## config.mk

```make
export PLATFORM = sky130hd
export DESIGN_NAME = font_glyph_address_calc
export DESIGN_NICKNAME = d
export VERILOG_FILES = /design/src/rtl/fgac_pkg.sv /design/src/rtl/font_glyph_address_calc.sv
export SDC_FILE = /design/constraint.sdc
export NUM_CORES = 2
export LEC_CHECK = 0
export ABC_AREA = 1
export BUFFER_PORTS_ARGS = -buffer_cell sky130_fd_sc_hd__buf_4
export CAP_MARGIN = 20
export CORE_MARGIN = 2
export CORE_UTILIZATION = 65
export CTS_CLUSTER_SIZE = 10
export DETAILED_ROUTE_END_ITERATION = 8
export PLACE_DENSITY_LB_ADDON = 0.25
export SYNTH_ARGS = -nofsm -noshare
export SYNTH_HDL_FRONTEND = slang
export SYNTH_SLANG_ARGS = --single-unit
```

## constraint.sdc

```tcl
create_clock -name clock -period 10.8 [get_ports clock]
set_input_delay 2.16 -clock clock [delete_from_list [all_inputs] [get_ports clock]]
set_output_delay 2.16 -clock clock [all_outputs]
set_load 0.05 [all_outputs]
```

## src/rtl/fgac_pkg.sv

```systemverilog
// Shared types, constants and the two-byte offset function of the glyph address calculator.
`timescale 1ns / 1ps
`default_nettype none

package fgac_pkg;

   localparam int ADDR_W    = 32;
   localparam int BASE_W    = 24;
   localparam int CSR_COUNT = 8;
   localparam int CSR_IDX_W = $clog2(CSR_COUNT);
   localparam int STRIDE_W  = 8;
   localparam int WIDTH_W   = 3;
   localparam int ROW_W     = 6;
   localparam int GB2_OFF_W = 16;

   typedef enum logic [1:0] {
      KIND_SPACE = 2'd0,
      KIND_ASCII = 2'd1,
      KIND_GB2   = 2'd2,
      KIND_GB4   = 2'd3
   } char_kind_type;

   typedef enum logic [CSR_IDX_W-1:0] {
      CSR_ASCII_BASE_12 = 3'd0,
      CSR_ASCII_BASE_16 = 3'd1,
      CSR_ASCII_BASE_24 = 3'd2,
      CSR_ASCII_BASE_32 = 3'd3,
      CSR_HANZI_BASE_16 = 3'd4,
      CSR_HANZI_BASE_24 = 3'd5,
      CSR_HANZI_BASE_32 = 3'd6,
      CSR_NULL_ADDRESS  = 3'd7
   } csr_index_type;

   localparam logic [7:0] SIZE_12 = 8'd12;
   localparam logic [7:0] SIZE_16 = 8'd16;
   localparam logic [7:0] SIZE_24 = 8'd24;
   localparam logic [7:0] SIZE_32 = 8'd32;

   localparam logic [7:0] CHAR_SPACE = 8'h20;
   localparam logic [7:0] ASCII_LOW  = 8'h21;
   localparam logic [7:0] ASCII_HIGH = 8'h7E;

   // Offsets of the code ranges within the GB glyph table.
   localparam logic [31:0] GB_SYMBOL_COUNT = 32'd1038;
   localparam logic [31:0] GB_EXT1_BASE    = 32'd6768;
   localparam logic [31:0] GB_EXT2_BASE    = 32'd12848;
   localparam logic [31:0] GB_SYM_EXT_BASE = 32'd846;
   localparam logic [31:0] GB4_BASE        = 32'd21008;
   localparam logic [31:0] GB4_PLANE_SKIP  = 32'd161;
   localparam logic [31:0] GB4_PLANE_SIZE  = 32'd1260;
   localparam logic [31:0] CUT_OFFSET      = 32'd192;

   typedef struct packed {
      logic                 ok;
      logic [GB2_OFF_W-1:0] off;
   } gb2_type;

   function automatic logic in_range(input logic [7:0] v, input logic [7:0] lo,
                                     input logic [7:0] hi);
      return (v >= lo) && (v <= hi);
   endfunction

   // Glyph offset of a two-byte code; ranges are tried in priority order.
   function automatic gb2_type gb2_offset(input logic [7:0] a, input logic [7:0] b);
      gb2_type              res;
      logic [GB2_OFF_W-1:0] aw;
      logic [GB2_OFF_W-1:0] bw;
      aw      = {8'd0, a};
      bw      = {8'd0, b};
      res.ok  = 1'b1;
      res.off = '0;
      if (in_range(a, 8'hA1, 8'hA9) && in_range(b, 8'hA1, 8'hFE)) begin
         res.off = (aw - 16'hA1) * 16'd94 + (bw - 16'hA1);
      end else if (in_range(a, 8'hA8, 8'hA9) && in_range(b, 8'h40, 8'h7E)) begin
         res.off = (aw - 16'hA8) * 16'd96 + (bw - 16'h40) + GB_SYM_EXT_BASE[15:0];
      end else if (in_range(a, 8'hA8, 8'hA9) && in_range(b, 8'h80, 8'hA0)) begin
         res.off = (aw - 16'hA8) * 16'd96 + (bw - 16'h41) + GB_SYM_EXT_BASE[15:0];
      end else if (in_range(a, 8'hB0, 8'hF7) && in_range(b, 8'hA1, 8'hFE)) begin
         res.off = (aw - 16'hB0) * 16'd94 + (bw - 16'hA1) + GB_SYMBOL_COUNT[15:0];
      end else if (in_range(a, 8'h81, 8'hA0) && in_range(b, 8'h40, 8'h7E)) begin
         res.off = (aw - 16'h81) * 16'd190 + (bw - 16'h40) + GB_SYMBOL_COUNT[15:0]
                   + GB_EXT1_BASE[15:0];
      end else if (in_range(a, 8'h81, 8'hA0) && in_range(b, 8'h80, 8'hFE)) begin
         res.off = (aw - 16'h81) * 16'd190 + (bw - 16'h41) + GB_SYMBOL_COUNT[15:0]
                   + GB_EXT1_BASE[15:0];
      end else if (in_range(a, 8'hAA, 8'hFE) && in_range(b, 8'h40, 8'h7E)) begin
         res.off = (aw - 16'hAA) * 16'd96 + (bw - 16'h40) + GB_SYMBOL_COUNT[15:0]
                   + GB_EXT2_BASE[15:0];
      end else if (in_range(a, 8'hAA, 8'hFE) && in_range(b, 8'h80, 8'hA0)) begin
         res.off = (aw - 16'hAA) * 16'd96 + (bw - 16'h41) + GB_SYMBOL_COUNT[15:0]
                   + GB_EXT2_BASE[15:0];
      end else begin
         res.ok = 1'b0;
      end
      return res;
   endfunction

endpackage

`default_nettype wire

```

## src/rtl/font_glyph_address_calc.sv

```systemverilog
// Top level of the font glyph address calculator: decode stage and address stage.
// A request is held in the decode registers, then the result registers. Throughput: one
// transaction per cycle while not stalled; the first stage decodes the character and
// the glyph offset, the second forms offset * stride + base + row * row width.
// Reset clears the eight base registers to zero and empties both stages.
// The request side stalls only when both stages hold data and the result is stalled.
`timescale 1ns / 1ps
`default_nettype none

module font_glyph_address_calc (
   input  wire logic                                clock,
   input  wire logic                                reset,

   input  wire logic                                csr_write,
   input  wire logic [fgac_pkg::CSR_IDX_W-1:0]      csr_index,
   input  wire logic [fgac_pkg::BASE_W-1:0]         csr_wdata,

   input  wire logic                                req_valid,
   output      logic                                req_stall,
   input  wire logic [7:0]                          req_first_byte,
   input  wire logic [7:0]                          req_second_byte,
   input  wire logic [7:0]                          req_third_byte,
   input  wire logic [7:0]                          req_fourth_byte,
   input  wire logic [7:0]                          req_font_size,
   input  wire logic [fgac_pkg::ROW_W-1:0]          req_glyph_row,

   output      logic                                rsp_valid,
   input  wire logic                                rsp_stall,
   output      logic [fgac_pkg::ADDR_W-1:0]         rsp_rom_address,
   output      logic [1:0]                          rsp_char_kind,
   output      logic [2:0]                          rsp_bytes_used,
   output      logic                                rsp_code_valid
);

   import fgac_pkg::*;

   logic [BASE_W-1:0] base_ff [CSR_COUNT];

   // Decode stage.
   logic                  pipe_valid_ff, pipe_valid_in;
   logic [ADDR_W-1:0]     off_ff, off_in;
   logic [STRIDE_W-1:0]   stride_ff, stride_in;
   logic [WIDTH_W-1:0]    width_ff, width_in;
   csr_index_type         base_sel_ff, base_sel_in;
   logic                  zero_base_ff, zero_base_in;
   logic [ROW_W-1:0]      row_ff;
   char_kind_type         kind_ff, kind_in;
   logic [2:0]            used_ff, used_in;
   logic                  code_ok_ff, code_ok_in;

   // Result stage.
   logic                  rsp_valid_ff, rsp_valid_in;
   logic [ADDR_W-1:0]     addr_ff, addr_in;
   char_kind_type         rsp_kind_ff;
   logic [2:0]            rsp_used_ff;
   logic                  rsp_ok_ff;

   logic                  adv_out;
   logic                  accept;

   assign adv_out   = !rsp_valid_ff || !rsp_stall;
   assign req_stall = pipe_valid_ff && !adv_out;
   assign accept    = req_valid && !req_stall;

   assign pipe_valid_in = accept || (pipe_valid_ff && !adv_out);
   assign rsp_valid_in  = adv_out ? pipe_valid_ff : rsp_valid_ff;

   always_ff @(posedge clock) begin
      if (reset) begin
         pipe_valid_ff <= 1'b0;
         rsp_valid_ff  <= 1'b0;
         for (int i = 0; i < CSR_COUNT; i++) begin
            base_ff[i] <= '0;
         end
      end else begin
         pipe_valid_ff <= pipe_valid_in;
         rsp_valid_ff  <= rsp_valid_in;
         if (csr_write) begin
            base_ff[csr_index] <= csr_wdata;
         end
      end
   end

   // Character decode and glyph offset.
   always_comb begin
      gb2_type           gb2;
      logic [ADDR_W-1:0] raw_off;
      logic              is_gb;
      logic              cut;
      logic [ADDR_W-1:0] b2;
      logic [ADDR_W-1:0] b3;
      logic [ADDR_W-1:0] b4;
      b2           = {24'd0, req_second_byte};
      b3           = {24'd0, req_third_byte};
      b4           = {24'd0, req_fourth_byte};
      gb2          = gb2_offset(req_first_byte, req_second_byte);
      raw_off      = '0;
      is_gb        = 1'b0;
      cut          = 1'b0;
      code_ok_in   = 1'b1;
      stride_in    = '0;
      width_in     = '0;
      base_sel_in  = CSR_NULL_ADDRESS;
      zero_base_in = 1'b0;

      if (req_first_byte == CHAR_SPACE) begin
         kind_in      = KIND_SPACE;
         used_in      = 3'd1;
         zero_base_in = 1'b1;
      end else if (in_range(req_first_byte, ASCII_LOW, ASCII_HIGH)) begin
         kind_in = KIND_ASCII;
         used_in = 3'd1;
         raw_off = {24'd0, req_first_byte - ASCII_LOW};
         case (req_font_size)
            SIZE_12: begin
               stride_in   = 8'd28;
               width_in    = 3'd2;
               base_sel_in = CSR_ASCII_BASE_12;
            end
            SIZE_16: begin
               stride_in   = 8'd36;
               width_in    = 3'd2;
               base_sel_in = CSR_ASCII_BASE_16;
            end
            SIZE_24: begin
               stride_in   = 8'd78;
               width_in    = 3'd3;
               base_sel_in = CSR_ASCII_BASE_24;
            end
            SIZE_32: begin
               stride_in   = 8'd136;
               width_in    = 3'd4;
               base_sel_in = CSR_ASCII_BASE_32;
            end
            default: begin
               base_sel_in = CSR_NULL_ADDRESS;
            end
         endcase
      end else if (in_range(req_first_byte, 8'h81, 8'h82)
                   && in_range(req_second_byte, 8'h30, 8'h39)) begin
         kind_in = KIND_GB4;
         used_in = 3'd4;
         is_gb   = 1'b1;
         cut     = 1'b1;
         // The third and fourth bytes are not range checked, so these terms may wrap.
         if (req_first_byte == 8'h81) begin
            raw_off = GB_SYMBOL_COUNT + GB4_BASE + (b3 - 32'hEE) * 32'd10
                      + b4 - 32'h39;
         end else begin
            raw_off = GB_SYMBOL_COUNT + GB4_BASE + GB4_PLANE_SKIP
                      + (b2 - 32'h30) * GB4_PLANE_SIZE
                      + (b3 - 32'h81) * 32'd10 + b4 - 32'h30;
         end
      end else begin
         kind_in    = KIND_GB2;
         used_in    = 3'd2;
         is_gb      = 1'b1;
         code_ok_in = gb2.ok;
         raw_off    = {16'd0, gb2.off};
         cut        = !in_range(req_first_byte, 8'hA1, 8'hA9);
      end

      off_in = raw_off;
      if (is_gb) begin
         case (req_font_size)
            SIZE_16: begin
               stride_in   = 8'd32;
               width_in    = 3'd2;
               base_sel_in = CSR_HANZI_BASE_16;
            end
            SIZE_24: begin
               stride_in   = 8'd72;
               width_in    = 3'd3;
               base_sel_in = CSR_HANZI_BASE_24;
            end
            SIZE_32: begin
               stride_in   = 8'd128;
               width_in    = 3'd4;
               base_sel_in = CSR_HANZI_BASE_32;
               // Non-symbol codes skip the symbol block in the 32-pixel table.
               if (cut) begin
                  off_in = raw_off - CUT_OFFSET;
               end
            end
            default: begin
               base_sel_in = CSR_NULL_ADDRESS;
            end
         endcase
      end
   end

   always_ff @(posedge clock) begin
      if (accept) begin
         off_ff       <= off_in;
         stride_ff    <= stride_in;
         width_ff     <= width_in;
         base_sel_ff  <= base_sel_in;
         zero_base_ff <= zero_base_in;
         row_ff       <= req_glyph_row;
         kind_ff      <= kind_in;
         used_ff      <= used_in;
         code_ok_ff   <= code_ok_in;
      end
   end

   // Address: an unsupported size has zero stride and width, leaving the null address.
   always_comb begin
      logic [ADDR_W-1:0] product;
      logic [ADDR_W-1:0] base;
      logic [8:0]        row_prod;
      logic [ADDR_W-1:0] row_term;
      product  = off_ff * {24'd0, stride_ff};
      base     = zero_base_ff ? '0 : {8'd0, base_ff[base_sel_ff]};
      row_prod = {3'd0, row_ff} * {6'd0, width_ff};
      row_term = {23'd0, row_prod};
      addr_in  = product + base + row_term;
   end

   always_ff @(posedge clock) begin
      if (adv_out && pipe_valid_ff) begin
         addr_ff     <= addr_in;
         rsp_kind_ff <= kind_ff;
         rsp_used_ff <= used_ff;
         rsp_ok_ff   <= code_ok_ff;
      end
   end

   assign rsp_valid       = rsp_valid_ff;
   assign rsp_rom_address = addr_ff;
   assign rsp_char_kind   = rsp_kind_ff;
   assign rsp_bytes_used  = rsp_used_ff;
   assign rsp_code_valid  = rsp_ok_ff;

   a_space_zero : assert property (@(posedge clock) disable iff (reset)
      (rsp_valid_ff && rsp_kind_ff == KIND_SPACE) |-> (addr_ff == '0 && rsp_ok_ff))
      else $error("space transaction produced a nonzero address or invalid code");

   a_used_kind : assert property (@(posedge clock) disable iff (reset)
      rsp_valid_ff |-> ((rsp_kind_ff == KIND_SPACE && rsp_used_ff == 3'd1)
                        || (rsp_kind_ff == KIND_ASCII && rsp_used_ff == 3'd1)
                        || (rsp_kind_ff == KIND_GB2 && rsp_used_ff == 3'd2)
                        || (rsp_kind_ff == KIND_GB4 && rsp_used_ff == 3'd4)))
      else $error("bytes used does not match character kind");

   a_invalid_only_gb2 : assert property (@(posedge clock) disable iff (reset)
      (rsp_valid_ff && !rsp_ok_ff) |-> (rsp_kind_ff == KIND_GB2))
      else $error("invalid code reported for a kind other than two-byte");

   a_stall_full : assert property (@(posedge clock) disable iff (reset)
      req_stall |-> (pipe_valid_ff && rsp_valid_ff && rsp_stall))
      else $error("request stalled while the pipeline had room");

   a_result_follows : assert property (@(posedge clock) disable iff (reset)
      (pipe_valid_ff && adv_out) |=> rsp_valid_ff)
      else $error("decoded transaction was lost between stages");

endmodule

`default_nettype wire

```

==> metrics.cfg <==
[cts]
cts_bufs_inserted=35
clkSlewWorstSetupHoldPaths_ns=0.05
worstSkewPairLatency_ns=0.54
cts_root_buffer=sky130_fd_sc_hd__clkbuf_16
numClockSinks=287
tritoncts=yes
ctsLongestPathBuffers=3
cts-resized-gates=0
cts.htree.levels=2
cts_hold_repair.buffers=0
cts.repair_timing.setup_buffer_count=0

[global_routing]
grt_overflow_total=0
gr-usage-met3_pct=2.982
globalRouteMet2Util_pct=61.95
met1_usage_pct=45.28
antenna_found_initial=0
grt.total_usage_pct=35.95
grt-busiest-layer=met2
vias_in_the_first_global_route=33700
grt_start_max_net_pins=64
global_route_wire_length_before_repair_mm=178.3

[yosys]
nets_in_the_synthesized_netlist=5982
most_frequent_cell_after_synthesis=sky130_fd_sc_hd__inv_1
synth.top_cells.by_area=sky130_fd_sc_hd__edfxtp_1, sky130_fd_sc_hd__ha_1, sky130_fd_sc_hd__fa_1, sky130_fd_sc_hd__inv_1, sky130_fd_sc_hd__nand2_1
synth-seq-area-share_pct=21.82
synth_seq_cells=287
synth.top_cell.area_share_pct=21.72
dominantRegCellSynth=sky130_fd_sc_hd__edfxtp_1
syn-instance-count=5051
synth_enable_flop_cells=285
synth_largest_area_cell=sky130_fd_sc_hd__edfxtp_1
synthesis.area_um2=39410
synth_area_per_cell_um2=7.801
synthArstFlopShare_pct=0
synth.yosys.warnings=0
post_synth_most_frequent_cells=sky130_fd_sc_hd__inv_1, sky130_fd_sc_hd__nand2_1, sky130_fd_sc_hd__ha_1
synth_cell_types=74

[drt]
drt_pre_antenna_iters=6
route.antenna.remaining_nets=0
post_drt_via_cell_ratio=5.770
drcViolationCount=0
drtIter0Drc=2771
via_count=34270
route.detailed.wl_per_inst_um=18.98
routed_wirelength_mm=112.7

[placed_design]
routabilityCongestion=1.032
dpl.cell_count=5885
i_o_buffers=117
hpwlAfterDp_mm=88.58

[setup_path]
cp-start-kind=primary input
critPathCapture=off_ff[28]$_DFFE_PP_
r2r_slack_ns=3.17
timing.critical_path.to_type=register
r2r-end=rsp_rom_address[30]$_DFFE_PP_
cpMostUsedCell=sky130_fd_sc_hd__inv_1
critPathKind=primary input to register
cp_slowest_cell=sky130_fd_sc_hd__fa_1
crit_required_ns=11.07
arrival_ns=10.18
ff2ff_path_depth=30
critical_path.startpoint=req_first_byte[1]
critical_path.max_fanout=15
worst_path_largest_cell_delay_ns=0.55
r2r-start=base_sel_ff[1]$_DFFE_PP_

[layout]
syn2layout_area_growth_pct=7.154
final.fill_count=4969
final_layout_size_suffix_gt1_share_pct=5.895
post_layout_nonfiller_instances=5939
num_antenna_cells=0
design.final.nets=6073

[timing]
fmax_mhz=101.0
fin_worst_skew_ns=0.02424
timing.final.hold_violations=0
finalMaxSlewViolations=0
slew-limit-headroom_pct=25.41
setup_tns_ns=0
setup_viol_count_final=0
tightest_slew_ns=1.116
finalCriticalPeriod_ns=9.904
unrepaired_setup_endpoints_after_global_routing=false
min_period_over_period_pct=91.70

[floorplan]
design.die.area_um2=62610
fp.dieH_um=250.2
boundaryPins=118
floorplan.rows=90
placeableCoreArea_um2=60130
initial_core_utilization_pct=65.53
floorplan.die.width_um=250.2

[job]
timing.max_cap.violations=0

[status]
status=finished clean

[min_path]
min_path_type=register to register

## critical path: cells and delay by family
family,cells,cell delay [ns]
buffers and inverters,10,1.12
AOI/OAI and AO/OA,7,1.27
and+or+nand+nor,17,2.26
adders and majority gates,8,2.88
xor gates and xnor gates,2,0.50
## layout by cell type (no fill, tap or decap), types with 4 or more instances in the layout
cell | Yosys | routed
sky130_fd_sc_hd__nor4_1 | 4 | 4
sky130_fd_sc_hd__nand2_2 | 16 | 16
sky130_fd_sc_hd__nand3_1 | 188 | 188
sky130_fd_sc_hd__o211ai_1 | 13 | 13
sky130_fd_sc_hd__o22ai_1 | 29 | 29
sky130_fd_sc_hd__inv_2 | 22 | 25
sky130_fd_sc_hd__o21ai_0 | 286 | 286
sky130_fd_sc_hd__o31ai_1 | 10 | 10
sky130_fd_sc_hd__clkbuf_16 | 0 | 35
sky130_fd_sc_hd__a21oi_1 | 325 | 324
sky130_fd_sc_hd__buf_4 | 6 | 162
sky130_fd_sc_hd__o221ai_1 | 5 | 5
sky130_fd_sc_hd__xor2_1 | 155 | 155
sky130_fd_sc_hd__nor2_1 | 551 | 551
sky130_fd_sc_hd__nand3_2 | 4 | 4
sky130_fd_sc_hd__a31oi_1 | 36 | 36
sky130_fd_sc_hd__nor2_2 | 14 | 14
sky130_fd_sc_hd__or2_2 | 19 | 19
sky130_fd_sc_hd__edfxtp_1 | 285 | 285
sky130_fd_sc_hd__clkbuf_1 | 86 | 11
sky130_fd_sc_hd__o21a_1 | 6 | 6
sky130_fd_sc_hd__o2111ai_1 | 10 | 10
sky130_fd_sc_hd__nand4_1 | 29 | 29
sky130_fd_sc_hd__nand2_1 | 833 | 833
sky130_fd_sc_hd__ha_1 | 585 | 585
sky130_fd_sc_hd__clkinv_1 | 3 | 4
sky130_fd_sc_hd__inv_1 | 971 | 968
sky130_fd_sc_hd__o311ai_0 | 4 | 4
sky130_fd_sc_hd__nor3_1 | 37 | 37
sky130_fd_sc_hd__o21ai_1 | 40 | 40
sky130_fd_sc_hd__fa_1 | 268 | 268
sky130_fd_sc_hd__o21bai_1 | 27 | 27
sky130_fd_sc_hd__a21o_1 | 17 | 17
sky130_fd_sc_hd__xnor2_1 | 86 | 86
sky130_fd_sc_hd__nand3b_1 | 4 | 4
sky130_fd_sc_hd__a21boi_0 | 6 | 6
## logic make-up after synthesis
logic type	Yosys count	share of synthesized area, %
AND/OR/NAND/NOR	1719	18.04
buffers and inverters	1107	10.65
adder cells (fa/ha/maj)	854	32.22
AO/OA/AOI/OAI	840	11.84
flip-flops	287	21.82
XOR/XNOR	242	5.398
other	1	0.009516
multiplexers	1	0.02540
## final cells by class
cell class	instances	area, µm²	share of cell area [%]
Multi-Input combinational cell	3657	26620	63.05
Sequential cell	287	8598	20.36
Tap cell	782	978.4	2.317
Inverter	996	3739	8.854
Timing Repair Buffer	165	1299	3.076
Clock inverter	6	72.57	0.1719
Clock buffer	46	917.1	2.172
## registers in the layout, summed over array words and instances, names as in the netlist
register,cells
code_ok_ff,1
off_ff,31
stride_ff,6
zero_base_ff,1
rsp_valid,1
rsp_bytes_used,3
row_ff,6
rsp_rom_address,32
used_ff,3
rsp_code_valid,1
base_ff,192
width_ff,2
pipe_valid_ff,1
base_sel_ff,3
rsp_char_kind,2
kind_ff,2
## layer usage
layer,routed length (µm),up-vias
met5,0,-
met4,6758,0
met3,7202,280
met2,53660,1399
met1,45080,16120
li1,-,16470
## stage by stage
step	instance area (µm²)	hold slack, ns	utilization, %	setup slack [ns]
after CTS	42170	0.4191	70.13	1.012
after detailed placement	41180	0.4057	68.48	0.4813
after global placement	41150	0.4010	68.44	0.5151
final	42220	0.4194	70.22	0.8960
after floorplan	39410	0.4003	-	1.252
after global routing	42220	0.4343	70.22	0.2670
## worst min path at each step
stage                             startpoint  cells past startpoint                          end  slack (ns)
CTS                 used_ff[1]$_SDFFCE_PP0P_                      0  rsp_bytes_used[1]$_DFFE_PP_        0.42
floorplan           used_ff[0]$_SDFFCE_PP1P_                      0  rsp_bytes_used[0]$_DFFE_PP_        0.40
global route        used_ff[2]$_SDFFCE_PP0P_                      0  rsp_bytes_used[2]$_DFFE_PP_        0.43
detailed placement  used_ff[2]$_SDFFCE_PP0P_                      0  rsp_bytes_used[2]$_DFFE_PP_        0.41
finish              used_ff[1]$_SDFFCE_PP0P_                      0  rsp_bytes_used[1]$_DFFE_PP_        0.42
global placement    used_ff[2]$_SDFFCE_PP0P_                      0  rsp_bytes_used[2]$_DFFE_PP_        0.40
Power is left out: the tool's default activity adds up to more than one toggle a clock period on the data nets, which glitch-free logic cannot reach.
